$ cat src/sv/tra_pkg.sv
package tra_pkg;

  // Fixed field widths
  localparam int BYTE_W = 8;
  localparam int VAL_W  = 19;

  // Store geometry
  localparam int RING_DEPTH  = 5;
  localparam int NUM_ANCHORS = 3;
  localparam int OUT_FIELDS  = 3;

  localparam int SLOT_W = (RING_DEPTH > 1) ? $clog2(RING_DEPTH) : 1;
  localparam int ANC_W  = (NUM_ANCHORS > 1) ? $clog2(NUM_ANCHORS) : 1;
  localparam int CNT_W  = $clog2(RING_DEPTH + 1);
  localparam int SUM_W  = VAL_W + CNT_W;
  localparam int STEP_W = $clog2(SUM_W);

  // Characters
  localparam logic [BYTE_W-1:0] CHAR_NUL  = 8'h00;
  localparam logic [BYTE_W-1:0] CHAR_ZERO = 8'h30;
  localparam logic [BYTE_W-1:0] CHAR_A    = 8'h61;
  localparam logic [BYTE_W-1:0] CHAR_N    = 8'h6E;

  // Digit weights, thousandths
  localparam logic signed [VAL_W-1:0] W_THOU = 19'sd1000;
  localparam logic signed [VAL_W-1:0] W_HUND = 19'sd100;
  localparam logic signed [VAL_W-1:0] W_TEN  = 19'sd10;

  // Per-anchor tag parser position
  typedef enum logic [3:0] {
    POS_IDLE = 4'd0,
    POS_A    = 4'd1,
    POS_N    = 4'd2,
    POS_SEP  = 4'd3,
    POS_D0   = 4'd4,
    POS_DOT  = 4'd5,
    POS_D2   = 4'd6,
    POS_D3   = 4'd7,
    POS_D4   = 4'd8,
    POS_DONE = 4'd9,
    POS_DEAD = 4'd15
  } pos_t;

  // Controller states
  typedef enum logic [2:0] {
    ST_IDLE,
    ST_SUM,
    ST_LOAD,
    ST_DIV,
    ST_STORE,
    ST_OUT
  } state_t;

  // Controller to datapath
  typedef struct packed {
    logic feed;       // byte word accepted
    logic chunk_fin;  // accepted word closes a chunk
    logic sum_step;
    logic div_load;
    logic div_step;
    logic div_store;
    logic out_load;
  } cmd_t;

  // Datapath to controller
  typedef struct packed {
    logic sum_last;
    logic div_last;
    logic anchor_last;
    logic out_busy;
  } sts_t;

endpackage

$ cat src/sv/tagged_range_parse_average_unit.sv
// Tagged range parser with ring averaging.
// Input channel (in_valid/in_ready): one text byte per word, in_data_byte,
// with in_chunk_end marking the last byte of a chunk. Each anchor tag "anK"
// found first in a chunk is followed by a separator and a "d.ddd" value.
// Result channel (out_valid/out_ready): one word per chunk, the truncated
// mean of the nonzero ring entries of each anchor, in thousandths.
// Timing: a byte that does not end a chunk only steps the parsers. A chunk-end
// byte starts the averaging pass: per anchor RING_DEPTH ring summing steps,
// a divider load, SUM_W restoring-division steps and a store, then the
// result register is loaded. The divider is bit-serial; in_ready is low
// during the pass.
// Reset (rst_n low, synchronous) clears the rings, slot pointer, parser
// state and the result valid flag at once; no clearing pass is needed.
// A stalled receiver holds the result word; bytes are still taken, and the
// next chunk-end pass waits before loading its result until the word drains.
module tagged_range_parse_average_unit (
  input  logic                              clk,
  input  logic                              rst_n,
  input  logic                              in_valid,
  output logic                              in_ready,
  input  logic [tra_pkg::BYTE_W-1:0]        in_data_byte,
  input  logic                              in_chunk_end,
  output logic                              out_valid,
  input  logic                              out_ready,
  output logic signed [tra_pkg::VAL_W-1:0]  out_mean_anchor0,
  output logic signed [tra_pkg::VAL_W-1:0]  out_mean_anchor1,
  output logic signed [tra_pkg::VAL_W-1:0]  out_mean_anchor2
);

  tra_pkg::cmd_t cmd;
  tra_pkg::sts_t sts;

  tra_ctrl u_ctrl (
    .clk          (clk),
    .rst_n        (rst_n),
    .in_valid     (in_valid),
    .in_chunk_end (in_chunk_end),
    .in_ready     (in_ready),
    .sts          (sts),
    .cmd          (cmd)
  );

  tra_datapath u_datapath (
    .clk              (clk),
    .rst_n            (rst_n),
    .cmd              (cmd),
    .sts              (sts),
    .in_data_byte     (in_data_byte),
    .out_valid        (out_valid),
    .out_ready        (out_ready),
    .out_mean_anchor0 (out_mean_anchor0),
    .out_mean_anchor1 (out_mean_anchor1),
    .out_mean_anchor2 (out_mean_anchor2)
  );

endmodule

$ cat src/sv/tra_ctrl.sv
module tra_ctrl (
  input  logic            clk,
  input  logic            rst_n,
  input  logic            in_valid,
  input  logic            in_chunk_end,
  output logic            in_ready,
  input  tra_pkg::sts_t   sts,
  output tra_pkg::cmd_t   cmd
);

  tra_pkg::state_t state_r, state_nxt;

  // State register
  always_ff @(posedge clk) begin
    if (!rst_n) begin
      state_r <= tra_pkg::ST_IDLE;
    end else begin
      state_r <= state_nxt;
    end
  end

  // Next state
  always_comb begin
    state_nxt = state_r;
    case (state_r)
      tra_pkg::ST_IDLE: begin
        if (in_valid && in_chunk_end) state_nxt = tra_pkg::ST_SUM;
      end
      tra_pkg::ST_SUM: begin
        if (sts.sum_last) state_nxt = tra_pkg::ST_LOAD;
      end
      tra_pkg::ST_LOAD: state_nxt = tra_pkg::ST_DIV;
      tra_pkg::ST_DIV: begin
        if (sts.div_last) state_nxt = tra_pkg::ST_STORE;
      end
      tra_pkg::ST_STORE: begin
        state_nxt = sts.anchor_last ? tra_pkg::ST_OUT : tra_pkg::ST_SUM;
      end
      tra_pkg::ST_OUT: begin
        if (!sts.out_busy) state_nxt = tra_pkg::ST_IDLE;
      end
      default: state_nxt = tra_pkg::ST_IDLE;
    endcase
  end

  // Outputs
  always_comb begin
    cmd      = '0;
    in_ready = 1'b0;
    case (state_r)
      tra_pkg::ST_IDLE: begin
        in_ready      = 1'b1;
        cmd.feed      = in_valid;
        cmd.chunk_fin = in_valid && in_chunk_end;
      end
      tra_pkg::ST_SUM:   cmd.sum_step  = 1'b1;
      tra_pkg::ST_LOAD:  cmd.div_load  = 1'b1;
      tra_pkg::ST_DIV:   cmd.div_step  = 1'b1;
      tra_pkg::ST_STORE: cmd.div_store = 1'b1;
      tra_pkg::ST_OUT:   cmd.out_load  = !sts.out_busy;
      default: begin
        cmd      = '0;
        in_ready = 1'b0;
      end
    endcase
  end

endmodule

$ cat src/sv/tra_datapath.sv
module tra_datapath (
  input  logic                                    clk,
  input  logic                                    rst_n,
  input  tra_pkg::cmd_t                           cmd,
  output tra_pkg::sts_t                           sts,
  input  logic [tra_pkg::BYTE_W-1:0]              in_data_byte,
  output logic                                    out_valid,
  input  logic                                    out_ready,
  output logic signed [tra_pkg::VAL_W-1:0]        out_mean_anchor0,
  output logic signed [tra_pkg::VAL_W-1:0]        out_mean_anchor1,
  output logic signed [tra_pkg::VAL_W-1:0]        out_mean_anchor2
);

  localparam int NA = tra_pkg::NUM_ANCHORS;
  localparam int RD = tra_pkg::RING_DEPTH;
  localparam int VW = tra_pkg::VAL_W;
  localparam int SW = tra_pkg::SUM_W;
  localparam int CW = tra_pkg::CNT_W;

  // Parser state per anchor
  tra_pkg::pos_t               pos_r   [NA];
  tra_pkg::pos_t               pos_nxt [NA];
  logic [NA-1:0]               done_r;
  logic [NA-1:0]               done_nxt;
  logic signed [VW-1:0]        acc_r   [NA];
  logic signed [VW-1:0]        acc_nxt [NA];

  // Rings and slot pointer
  logic signed [VW-1:0]        ring_r  [NA][RD];
  logic [tra_pkg::SLOT_W-1:0]  slot_r;

  // Averaging datapath
  logic [tra_pkg::ANC_W-1:0]   anchor_r;
  logic [tra_pkg::SLOT_W-1:0]  idx_r;
  logic signed [SW-1:0]        sum_r;
  logic [CW-1:0]               cnt_r;
  logic [CW-1:0]               div_r;
  logic [CW-1:0]               rem_r;
  logic [SW-1:0]               quo_r;
  logic                        neg_r;
  logic [tra_pkg::STEP_W-1:0]  step_r;
  logic signed [VW-1:0]        mean_r  [NA];
  logic signed [VW-1:0]        out_r   [tra_pkg::OUT_FIELDS];
  logic                        out_valid_r;

  logic signed [VW-1:0]        digit;
  logic signed [VW-1:0]        entry;
  logic [CW:0]                 trial;
  logic [CW:0]                 diff;
  logic                        ge;
  logic [SW-1:0]               signed_q;
  logic signed [VW-1:0]        mean_val;

  // Character as signed digit, no range check
  assign digit = signed'(VW'(in_data_byte)) - signed'(VW'(tra_pkg::CHAR_ZERO));

  // Tag and value parser, one per anchor
  for (genvar k = 0; k < NA; k++) begin : g_parse
    localparam logic [tra_pkg::BYTE_W-1:0] TagChar =
      tra_pkg::BYTE_W'(int'(tra_pkg::CHAR_ZERO) + k);
    logic tag_restart;
    assign tag_restart = (in_data_byte == tra_pkg::CHAR_A);

    always_comb begin
      pos_nxt[k]  = pos_r[k];
      done_nxt[k] = done_r[k];
      acc_nxt[k]  = acc_r[k];
      if (!done_r[k] && (pos_r[k] != tra_pkg::POS_DEAD)) begin
        if (in_data_byte == tra_pkg::CHAR_NUL) begin
          pos_nxt[k] = tra_pkg::POS_DEAD;
        end else begin
          case (pos_r[k])
            tra_pkg::POS_IDLE:
              pos_nxt[k] = tag_restart ? tra_pkg::POS_A : tra_pkg::POS_IDLE;
            tra_pkg::POS_A:
              pos_nxt[k] = (in_data_byte == tra_pkg::CHAR_N) ? tra_pkg::POS_N :
                           tag_restart ? tra_pkg::POS_A : tra_pkg::POS_IDLE;
            tra_pkg::POS_N:
              pos_nxt[k] = (in_data_byte == TagChar) ? tra_pkg::POS_SEP :
                           tag_restart ? tra_pkg::POS_A : tra_pkg::POS_IDLE;
            tra_pkg::POS_SEP: pos_nxt[k] = tra_pkg::POS_D0;
            tra_pkg::POS_D0: begin
              acc_nxt[k] = digit * tra_pkg::W_THOU;
              pos_nxt[k] = tra_pkg::POS_DOT;
            end
            tra_pkg::POS_DOT: pos_nxt[k] = tra_pkg::POS_D2;
            tra_pkg::POS_D2: begin
              acc_nxt[k] = acc_r[k] + digit * tra_pkg::W_HUND;
              pos_nxt[k] = tra_pkg::POS_D3;
            end
            tra_pkg::POS_D3: begin
              acc_nxt[k] = acc_r[k] + digit * tra_pkg::W_TEN;
              pos_nxt[k] = tra_pkg::POS_D4;
            end
            tra_pkg::POS_D4: begin
              acc_nxt[k]  = acc_r[k] + digit;
              done_nxt[k] = 1'b1;
              pos_nxt[k]  = tra_pkg::POS_DONE;
            end
            default: pos_nxt[k] = tra_pkg::POS_DEAD;
          endcase
        end
      end
    end
  end

  // Parser registers and ring write at chunk end
  always_ff @(posedge clk) begin
    if (!rst_n) begin
      slot_r <= '0;
      done_r <= '0;
      for (int k = 0; k < NA; k++) begin
        pos_r[k] <= tra_pkg::POS_IDLE;
        acc_r[k] <= '0;
        for (int i = 0; i < RD; i++) begin
          ring_r[k][i] <= '0;
        end
      end
    end else if (cmd.feed) begin
      if (cmd.chunk_fin) begin
        done_r <= '0;
        for (int k = 0; k < NA; k++) begin
          pos_r[k]           <= tra_pkg::POS_IDLE;
          acc_r[k]           <= '0;
          ring_r[k][slot_r]  <= done_nxt[k] ? acc_nxt[k] : '0;
        end
        slot_r <= (slot_r == tra_pkg::SLOT_W'(RD - 1)) ? '0 : slot_r + 1'b1;
      end else begin
        done_r <= done_nxt;
        for (int k = 0; k < NA; k++) begin
          pos_r[k] <= pos_nxt[k];
          acc_r[k] <= acc_nxt[k];
        end
      end
    end
  end

  // One restoring division step
  assign entry    = ring_r[anchor_r][idx_r];
  assign trial    = {rem_r, quo_r[SW-1]};
  assign diff     = trial - {1'b0, div_r};
  assign ge       = (trial >= {1'b0, div_r});
  assign signed_q = neg_r ? (~quo_r + 1'b1) : quo_r;
  assign mean_val = (div_r == '0) ? '0 : signed'(signed_q[VW-1:0]);

  // Ring sum, divider and mean store
  always_ff @(posedge clk) begin
    if (!rst_n) begin
      anchor_r <= '0;
      idx_r    <= '0;
      sum_r    <= '0;
      cnt_r    <= '0;
      step_r   <= '0;
    end else if (cmd.chunk_fin) begin
      anchor_r <= '0;
      idx_r    <= '0;
      sum_r    <= '0;
      cnt_r    <= '0;
    end else if (cmd.sum_step) begin
      idx_r <= idx_r + 1'b1;
      if (entry != '0) begin
        sum_r <= sum_r + SW'(entry);
        cnt_r <= cnt_r + 1'b1;
      end
    end else if (cmd.div_load) begin
      step_r <= '0;
    end else if (cmd.div_step) begin
      step_r <= step_r + 1'b1;
    end else if (cmd.div_store) begin
      anchor_r <= (anchor_r == tra_pkg::ANC_W'(NA - 1)) ? '0 : anchor_r + 1'b1;
      idx_r    <= '0;
      sum_r    <= '0;
      cnt_r    <= '0;
    end
  end

  // Divider payload
  always_ff @(posedge clk) begin
    if (cmd.div_load) begin
      neg_r <= sum_r[SW-1];
      quo_r <= sum_r[SW-1] ? unsigned'(-sum_r) : unsigned'(sum_r);
      rem_r <= '0;
      div_r <= cnt_r;
    end else if (cmd.div_step) begin
      rem_r <= ge ? diff[CW-1:0] : trial[CW-1:0];
      quo_r <= {quo_r[SW-2:0], ge};
    end
    if (cmd.div_store) begin
      mean_r[anchor_r] <= mean_val;
    end
  end

  // Result register
  always_ff @(posedge clk) begin
    if (!rst_n) begin
      out_valid_r <= 1'b0;
    end else if (cmd.out_load) begin
      out_valid_r <= 1'b1;
    end else if (out_ready) begin
      out_valid_r <= 1'b0;
    end
  end

  for (genvar f = 0; f < tra_pkg::OUT_FIELDS; f++) begin : g_out
    if (f < NA) begin : g_used
      always_ff @(posedge clk) begin
        if (cmd.out_load) out_r[f] <= mean_r[f];
      end
    end else begin : g_unused
      assign out_r[f] = '0;
    end
  end

  assign out_valid        = out_valid_r;
  assign out_mean_anchor0 = out_r[0];
  assign out_mean_anchor1 = out_r[1];
  assign out_mean_anchor2 = out_r[2];

  // Status to controller
  assign sts.sum_last    = (idx_r == tra_pkg::SLOT_W'(RD - 1));
  assign sts.div_last    = (step_r == tra_pkg::STEP_W'(SW - 1));
  assign sts.anchor_last = (anchor_r == tra_pkg::ANC_W'(NA - 1));
  assign sts.out_busy    = out_valid_r && !out_ready;

  // A pending result word is never overwritten
  a_no_overwrite: assert property (@(posedge clk) disable iff (!rst_n)
    cmd.out_load |-> (!out_valid_r || out_ready))
    else $error("result loaded over a pending word");

  // Chunk end clears all match flags
  a_match_clear: assert property (@(posedge clk) disable iff (!rst_n)
    cmd.chunk_fin |=> (done_r == '0))
    else $error("match flags not cleared at chunk end");

  // Zero count only with zero sum
  a_zero_count: assert property (@(posedge clk) disable iff (!rst_n)
    (cmd.div_load && (cnt_r == '0)) |-> (sum_r == '0))
    else $error("nonzero sum with no entries");

  // Slot pointer stays inside the ring
  a_slot_range: assert property (@(posedge clk) disable iff (!rst_n)
    slot_r <= tra_pkg::SLOT_W'(RD - 1))
    else $error("ring slot out of range");

endmodule

$ cat config.mk
export PLATFORM = sky130hd
export DESIGN_NAME = tagged_range_parse_average_unit
export DESIGN_NICKNAME = d
export VERILOG_FILES = /design/src/sv/tra_pkg.sv /design/src/sv/tagged_range_parse_average_unit.sv /design/src/sv/tra_ctrl.sv /design/src/sv/tra_datapath.sv
export SDC_FILE = /design/constraint.sdc
export NUM_CORES = 1
export LEC_CHECK = 0
export BUFFER_PORTS_ARGS = -buffer_cell sky130_fd_sc_hd__buf_4
export CAP_MARGIN = 20
export CORE_AREA = 2 2 248 250
export CTS_CLUSTER_DIAMETER = 120
export CTS_CLUSTER_SIZE = 20
export DETAILED_ROUTE_END_ITERATION = 6
export DIE_AREA = 0 0 250 252
export PLACE_DENSITY = 0.76
export RECOVER_POWER = 25
export SKIP_LAST_GASP = 1
export SYNTH_ARGS = -nofsm -noshare
export SYNTH_HDL_FRONTEND = slang
export SYNTH_HIERARCHICAL = 1
export SYNTH_SLANG_ARGS = --single-unit
$ cat constraint.sdc
create_clock -name clk -period 15 [get_ports clk]
set_input_delay 1.5 -clock clk [delete_from_list [all_inputs] [get_ports clk]]
set_output_delay 1.5 -clock clk [all_outputs]
set_load 0.05 [all_outputs]
# [Yosys cells after proc, flatten, opt, wreduce, memory -nomap -nowiden]
# Memory sizes are Yosys's and may differ from the RTL's. A register that Yosys moved wholly into a read port is not among the register bits.
# Cells that the tools add are included.
[word_totals] regBits=74 ramBits=468 n_memories=5
[classes] add_sub_neg=19 multipliers=3 order_cmp=4 n_eq_ne=48 n_mux=390 bitwise=305 reduce_logical=28
[mem_list] name="u_datapath.ring_r" words=3 word_bits=95 read_ports=1 rd_ports_with_merged_regs=1 wr=3 line_no="tra_datapath.sv:29" source="logic signed [VW-1:0] ring_r [NA][RD];"
[mem_list] name="u_datapath.acc_r" words=3 word_bits=19 read_ports=3 rd_ports_with_merged_regs=0 wr=3 line_no="tra_datapath.sv:25" source="logic signed [VW-1:0] acc_r [NA];"
[mem_list] name="u_datapath.mean_r" words=3 word_bits=19 read_ports=3 rd_ports_with_merged_regs=0 wr=1 line_no="tra_datapath.sv:42" source="logic signed [VW-1:0] mean_r [NA];"
[mem_list] name="u_datapath.out_r" words=3 word_bits=19 read_ports=3 rd_ports_with_merged_regs=0 wr=3 line_no="tra_datapath.sv:43" source="logic signed [VW-1:0] out_r [tra_pkg::OUT_FIELDS];"
[mem_list] name="u_datapath.pos_r" words=3 word_bits=4 read_ports=3 rd_ports_with_merged_regs=0 wr=3 line_no="tra_datapath.sv:21" source="tra_pkg::pos_t pos_r [NA];"
[op_table] op="19-bit two-way mux" n=20
[op_table] op="1-bit two-way mux" n=316
[op_table] op="1-bit bitwise OR" n=297
[op_table] op="19-bit case mux with 4 select lines" n=3
[op_table] op="22-bit two-way mux" n=8
[op_table] op="19-bit adder" n=9
[op_table] op="4-bit case mux with 9 select lines" n=3
[op_table] op="95-bit two-way mux" n=1
[op_table] op="19-bit binary-select mux with 3-bit select" n=1
[op_table] op="19-bit demux with 3-bit select" n=1
[op_table] op="4-bit two-way mux" n=14
[op_table] op="4-bit by 3-bit == test with 1-bit output, second input constant" n=12
[op_table] op="3-bit two-way mux" n=14
[op_table] op="4-bit by 2-bit == test with 1-bit output, second input constant" n=6
[op_table] op="8-bit by 6-bit == test with 1-bit output, second input constant" n=3
[op_table] op="22-bit by 19-bit adder with 22-bit output" n=1
[op_table] op="22-bit negator" n=1
[op_table] op="19-bit by 1-bit adder with 19-bit output, second input constant" n=1
[op_table] op="19-bit by 4-bit multiplier with 18-bit output, second input constant" n=1
[op_table] op="19-bit by 6-bit multiplier with 17-bit output, second input constant" n=1
[op_table] op="19-bit by 8-bit multiplier with 16-bit output, second input constant" n=1
[op_table] op="19-bit inverter" n=1
[op_table] op="19-bit nonzero test" n=1
[op_table] op="3-bit case mux with 6 select lines" n=1
[op_table] op="other kinds (33)" n=80

# [Longest topological paths before layout]
# Gate-level depths: netlist of the first run.
[depth] ltp_word=8 depth_mapped=26 ltp_nobuf=25

# [Modules after synthesis]
# The synthesis of the first run kept the hierarchy.
[modules_own_cells] mod="tra_datapath" n_inst=1 cells_each=3432 area_each_um2=35492.8 seq_area_each_um2=15775.1
[modules_own_cells] mod="tra_ctrl" n_inst=1 cells_each=32 area_each_um2=301.5 seq_area_each_um2=60.1

# [Worst setup path after synthesis of the first run]
# No wires, ideal clock.
[synth_timing] kind="input -> register" start="in in_data_byte[4] in the netlist's numbering" end="mem u_datapath/acc_r[0][17] in the netlist's numbering (data pin)" arrival_ps=7290 required_ps=14719 setup_slack_ps=7429 path_stages=19 n_path_buf=1 path_cell_list="ha_1 or3_1 buf_4 clkinv_1 ha_1 xnor2_1 ha_1 fa_1 inv_1 fa_1 inv_1 ha_1 or3_1 a211o_1 and4_1 or3_1 a221o_1 a211oi_1 nor3_1"
[synth_lines] element="from (decl)" line_no="tagged_range_parse_average_unit.sv:21" source="input logic [tra_pkg::BYTE_W-1:0] in_data_byte,"
[synth_lines] element="to (decl)" line_no="tra_datapath.sv:25"

==> flow_metrics.tcl, run 1 <==
set metrics [dict create \
    drv_slew 188 \
    fin_setup_tns_ps 0 \
    synth_edf_count 494 \
    dr.pass1.iters 6 \
    die_area_um2 63000 \
    period_minus_slack_ps 8113 \
    numClockSinks 544 \
    dpl.cell_count 4222 \
    ys_warn_count 6 \
    synth_top_area_share_pct 41.44 \
    grt_max_degree 65 \
    ys_seq_elements 544 \
    ant_nets 0 \
    critPathMaxFanout 29 \
    syn_avg_cell_area_um2 10.33 \
    hold_class "register to register" \
    path_clk_slew_ps 90 \
    synth_area_leader_cell "edfxtp_1" \
    drt_iter0_drc 3428 \
    powerDensity_nw_per_um2 174.1 \
    antenna_found_initial 1 \
    drive_gt1_share_pct 7.279 \
    synthesis.area_um2 35790 \
    rows 90 \
    cp.required_ps 15300 \
    area_delta_synth_final_pct 6.253 \
    worstPathArrival_ps 8420 \
    worstSkewPairLatency_ps 590 \
    dp_hpwl_um 79790 \
    dp_worst_setup_slack_ps 6469 \
    ioPinCount 72 \
    cp-end-kind "register" \
    synthArstFlopShare_pct 0 \
    htreeDepth 2 \
    cts-resized-gates 0 \
    postCtsHoldBufs 0 \
    numPortBuffers 71 \
    slew-limit-headroom_pct -96.47 \
    instances_no_fill 4286 \
    tightest_slew_ps 2947 \
    synth_area_leaders "edfxtp_1, ha_1, nor2_1, a21oi_1, dfxtp_1" \
    p_leak_nw 14.62 \
    grt_pass1_vias 27630 \
    drt_wl_total_um 111100 \
    initial_utilization_pct 59.53 \
    start_kind "input pin" \
    maxCapViolations 4 \
    fp.dieW_um 250 \
    hold_viol 0 \
    cts_buffer_depth 3 \
    cts-root-buf "clkbuf_16" \
    fmax_mhz 123.3 \
    synthCells 3464 \
    finClkSkew_ps 41.88 \
    setup_viol_count_final 0 \
    crit_type "input pin to register" \
    violations "max-capacitance violations, max-slew violations" \
    die_h_um 252 \
    grt_overflow_total 0 \
    grt_pass1_wl_um 166300 \
    synth_most_common_cell "edfxtp_1" \
    gp_congestion 0.9995 \
    numCtsBuffers 34 \
    cts_setup_buffers 0 \
    cts_tree "yes" \
    synth_common_cells "edfxtp_1, nor2_1, ha_1" \
    layout_setup_ws_ps 6887 \
    fin_nets 3794 \
    vias 28860 \
    core_um2 60130 \
    groute.usage.overall_pct 34.87 \
    yosysUniqueCellTypes 104 \
    ir_worst_vdd_mv 0.1372 \
    final.period_utilization_pct 54.09 \
    post_drt_wl_per_cell_um 25.91 \
    drc 0 \
    via_per_inst 6.733 \
    status "complete, but fails checks" \
    seq_area_frac_synth_pct 44.24 \
    syn_nets 3780 \
    rsz0062_at_grt "false" \
    synth_ff_type "edfxtp_1" \
]
-- placed cells by master, fill, tap and decap left out, types with 12 or more instances in the layout --
cell,instances
edfxtp_1,494
fa_1,42
a22oi_1,19
a21oi_1,226
nor3_1,87
clkbuf_16,35
o21a_1,27
nor2_1,490
and2_1,30
a221oi_1,28
dfxtp_1,47
ha_1,261
xor2_1,94
nand3b_1,12
and3_1,32
o211ai_1,24
o22ai_1,22
nor3b_1,13
a211oi_1,44
nand2b_1,46
nor4_1,23
mux4_2,33
nand4_1,14
mux2_2,15
o221ai_1,20
o21bai_1,31
o31ai_1,23
or3_1,47
o21ai_0,162
mux2i_1,90
inv_1,141
nand3_1,62
xnor2_1,106
nand2_1,177
a21o_1,68
or2_2,14
nor2b_1,45
clkbuf_1,30
a31oi_1,28
buf_4,108
-- cell type report --
cell class              instances  area, um^2
well taps                     782       978.4
diodes                          1       2.502
fillers                      4748       22100
multi-input cells            2636       18800
clock buffers                  56       954.7
repair buffers                120       870.8
inverters                     142       533.0
flip-flops and latches        544       15840
clock inverters                 5       55.05
-- worst paths after layout --
check,startpoint,end,slack [ps],depth (start not counted)
worst max-delay path,in_data_byte[4],u_datapath/ring_r[0][16],6890,21
worst min register to register,u_datapath/mean_r[0][3],u_datapath/out_r[0][3],400,0
worst min-delay path,u_datapath/mean_r[0][3],u_datapath/out_r[0][3],400,0
worst max register to register,u_datapath/idx_r[1],u_datapath/sum_r[15],8280,15
-- worst max-delay path, stage by stage --
cell and delay [ps]:
buf_4 140, ha_1 280, or3_1 510, clkinv_1 690
buf_4 490, fa_1 500, ha_1 290, ha_1 320
o21ai_0 120, o21bai_1 140, a21oi_1 90, xnor2_1 780
ha_1 420, a21o_1 200, a211oi_1 320, o21bai_1 180
a31oi_1 240, xor2_1 170, o221ai_1 130, o32ai_1 720
nor2_1 120
-- layer usage --
layer  up-vias  share of wire (%)  global-route usage (%)
met5         -              0.012                       0
li1      12920                  -                       -
met2      1640                 45                   55.19
met1     13940                 38                   44.64
met3       353                 10                   6.892
met4         2                7.0                   21.03
-- cells by family after synthesis --
group	after synthesis	synth area share (%)
and+or+nand+nor	1145	15.22
DFF	544	44.24
xor gates and xnor gates	202	5.020
adders and majority gates	304	11.50
muxes	139	5.096
AOI/OAI and AO/OA	845	15.56
buffers and inverters	284	3.356
other	1	0.01048
-- power breakdown --
group	switching, mW	internal, mW
combinational	2.37	1.21
clock	0.518	0.446
sequential	0.202	1.87
-- flip-flops by register name (all words and copies together), names as in the netlist, 5 cells and up, named ones only --
name,cells
u_datapath/step_r,5
u_datapath/pos_r,12
u_datapath/ring_r,285
u_datapath/out_r,57
u_datapath/acc_r,57
u_datapath/quo_r,22
u_datapath/mean_r,57
u_datapath/sum_r,22
-- per-stage QoR --
stage	instance area (um^2)	power, mW	util, %	hold WS [ps]
final	38030	6.622	63.25	397.7
after global routing	38030	6.928	63.24	421.6
after CTS	38080	6.515	63.33	417.3
after detailed placement	37070	5.551	61.65	404.5
after global placement	37060	5.476	61.64	404.4
after floorplan	35790	4.451	-	400.3
No activity file was read; power rests on OpenSTA's default activity.
==> run 2: changes to the inputs <==
Clock period 15 ns to 7.9 ns, I/O delays scaled along.
==> flow_metrics.tcl, run 2 (synthesized netlist as in run 1, its figures left out) <==
set metrics [dict create \
    status "complete, but fails checks" \
    violations "design-rule violations, max-capacitance violations, max-slew violations" \
    worst_r2r_endpoint "u_datapath/sum_r[17]" \
    layout_commonest_cell "edfxtp_1" \
    start_kind "input pin" \
    grt_pass1_wl_um 168400 \
    die_h_um 252 \
    slew-limit-headroom_pct -95.96 \
    numClockSinks 544 \
    ir_worst_vdd_mv 0.2241 \
    powerDensity_nw_per_um2 333.5 \
    power_frac_seq_pct 31.4 \
    grt_overflow_total 0 \
    timing.hold.ws_ps 419.4 \
    p_leak_nw 14.55 \
    tightest_slew_ps 2939 \
    critPathLaunch "in_data_byte[4]" \
    place_area_um2 37210 \
    numCtsBuffers 34 \
    critPathCapture "u_datapath/ring_r[2][92]" \
    via_per_inst 6.745 \
    postCtsHoldBufs 0 \
    n_fill_cell 4879 \
    rsz0062_at_grt "false" \
    numPortBuffers 71 \
    drv_slew 112 \
    cts-root-buf "clkbuf_16" \
    ant_nets 0 \
    fmax_mhz 148.7 \
    vias 29040 \
    crit_type "input pin to register" \
    htreeDepth 2 \
    instances_no_fill 4305 \
    final.period_utilization_pct 85.12 \
    combPwrFrac_pct 54.2 \
    area_delta_synth_final_pct 6.215 \
    drt_iter0_drc 3266 \
    period_minus_slack_ps 6724 \
    maxCapViolations 2 \
    dp_hpwl_um 82660 \
    dr.pass1.iters 7 \
    largest_reg_flops 285 \
    regMostFlops "u_datapath/ring_r" \
    ff2ff_path_depth 12 \
    drt_wl_total_um 112900 \
    fp.dieW_um 250 \
    r2r_start "u_datapath/idx_r[0]" \
    post_drt_wl_per_cell_um 26.22 \
    antenna_found_initial 2 \
    initial_utilization_pct 59.53 \
    hold_class "register to register" \
    groute.usage.overall_pct 35.46 \
    finClkSkew_ps 29.57 \
    clkPwrFrac_pct 14.4 \
    power.switching_mw 5.915 \
    die_area_um2 63000 \
    cts-resized-gates 0 \
    core_um2 60130 \
    gp_congestion 1.001 \
    hold_viol 0 \
    fin_nets 3814 \
    fin_setup_tns_ps 0 \
    grt_max_degree 65 \
    rows 90 \
    total_power_mw 12.68 \
    critPathMaxFanout 11 \
    ioPinCount 72 \
    worstSkewPairLatency_ps 590 \
    path_clk_slew_ps 80 \
    intPower_mw 6.763 \
    drc 2 \
    final_cell_mix "edfxtp_1, nor2_1, ha_1" \
    grt_pass1_vias 27730 \
    ff2ff_setup_slack_ps 2560 \
    dpl.cell_count 4241 \
    n_antenna_cell 0 \
    setup_viol_count_final 0 \
    cp.required_ps 8220 \
    cts_buffer_depth 3 \
    drive_gt1_share_pct 6.358 \
    cts_tree "yes" \
    fin_area_um2 38020 \
    switching_share_pct 46.66 \
    cp-end-kind "register" \
    cts_setup_buffers 0 \
    worstPathArrival_ps 7040 \
]
## run 2: worst max-delay path, cell delays in order
cell and delay, ps:
buf_4 140, inv_1 80, ha_1 680, inv_1 160, fa_1 520, inv_1 50, ha_1 260, ha_1 240
fa_1 470, a21o_1 180, a21oi_1 250, o21bai_1 100, a21oi_1 260, o21bai_1 110, a21oi_1 190, xnor2_1 290
ha_1 460, o21ai_0 110, a41oi_1 180, o22ai_1 100, a21oi_1 220, xnor2_1 170, o22ai_1 170, a211o_1 320
o22ai_1 430, nor2_1 110
## run 2: cell type report
cell class	count	area [um^2]	share of cell area [%]
multi-input combinational	2636	18820	49.49
clock inverter	4	53.80	0.1415
timing repair buffer	140	838.3	2.205
sequential	544	15840	41.67
inverter	142	533.0	1.402
tap	782	978.4	2.574
clock buffer	57	958.4	2.521
## run 2: power by group through the flow
stage | Combinational [mW] | Sequential (mW) | Clock (mW)
after CTS | 6.69 | 3.96 | 1.85
after global placement | 6.49 | 4.01 | 0
after detailed placement | 6.65 | 4.02 | 0
after floorplan | 4.63 | 3.82 | 0
final | 6.87 | 3.98 | 1.83
after global routing | 7.36 | 4.01 | 1.96
## run 2: worst min-delay path by stage
stage                                   startpoint                       to  slack [ps]  cells after the start
after floorplan            u_datapath/mean_r[0][0]   u_datapath/out_r[0][0]         400                      0
after global placement    u_datapath/mean_r[1][12]  u_datapath/out_r[0][31]         400                      0
after detailed placement   u_datapath/mean_r[2][5]  u_datapath/out_r[0][43]         400                      0
after CTS                 u_datapath/mean_r[2][14]  u_datapath/out_r[0][52]         420                      0
after global routing       u_datapath/mean_r[1][8]  u_datapath/out_r[0][27]         430                      0
final                     u_datapath/mean_r[2][14]  u_datapath/out_r[0][52]         420                      0
## run 2: through the flow
step	setup slack, ps	util (%)
2_1_floorplan	1039	-
5_1_grt	825.1	63.23
3_3_place_gp	913.1	61.85
4_1_cts	1257	63.57
3_5_place_dp	686.4	61.89
6_report	1176	63.23
## run 2: layer usage
metal | vias to the layer above | GRT usage, % | share of wire, %
met5 | - | 0 | 0
li1 | 12960 | - | -
met2 | 1673 | 56.76 | 45
met3 | 350 | 6.345 | 9.7
met4 | 0 | 20.82 | 7.0
met1 | 14050 | 45.51 | 38
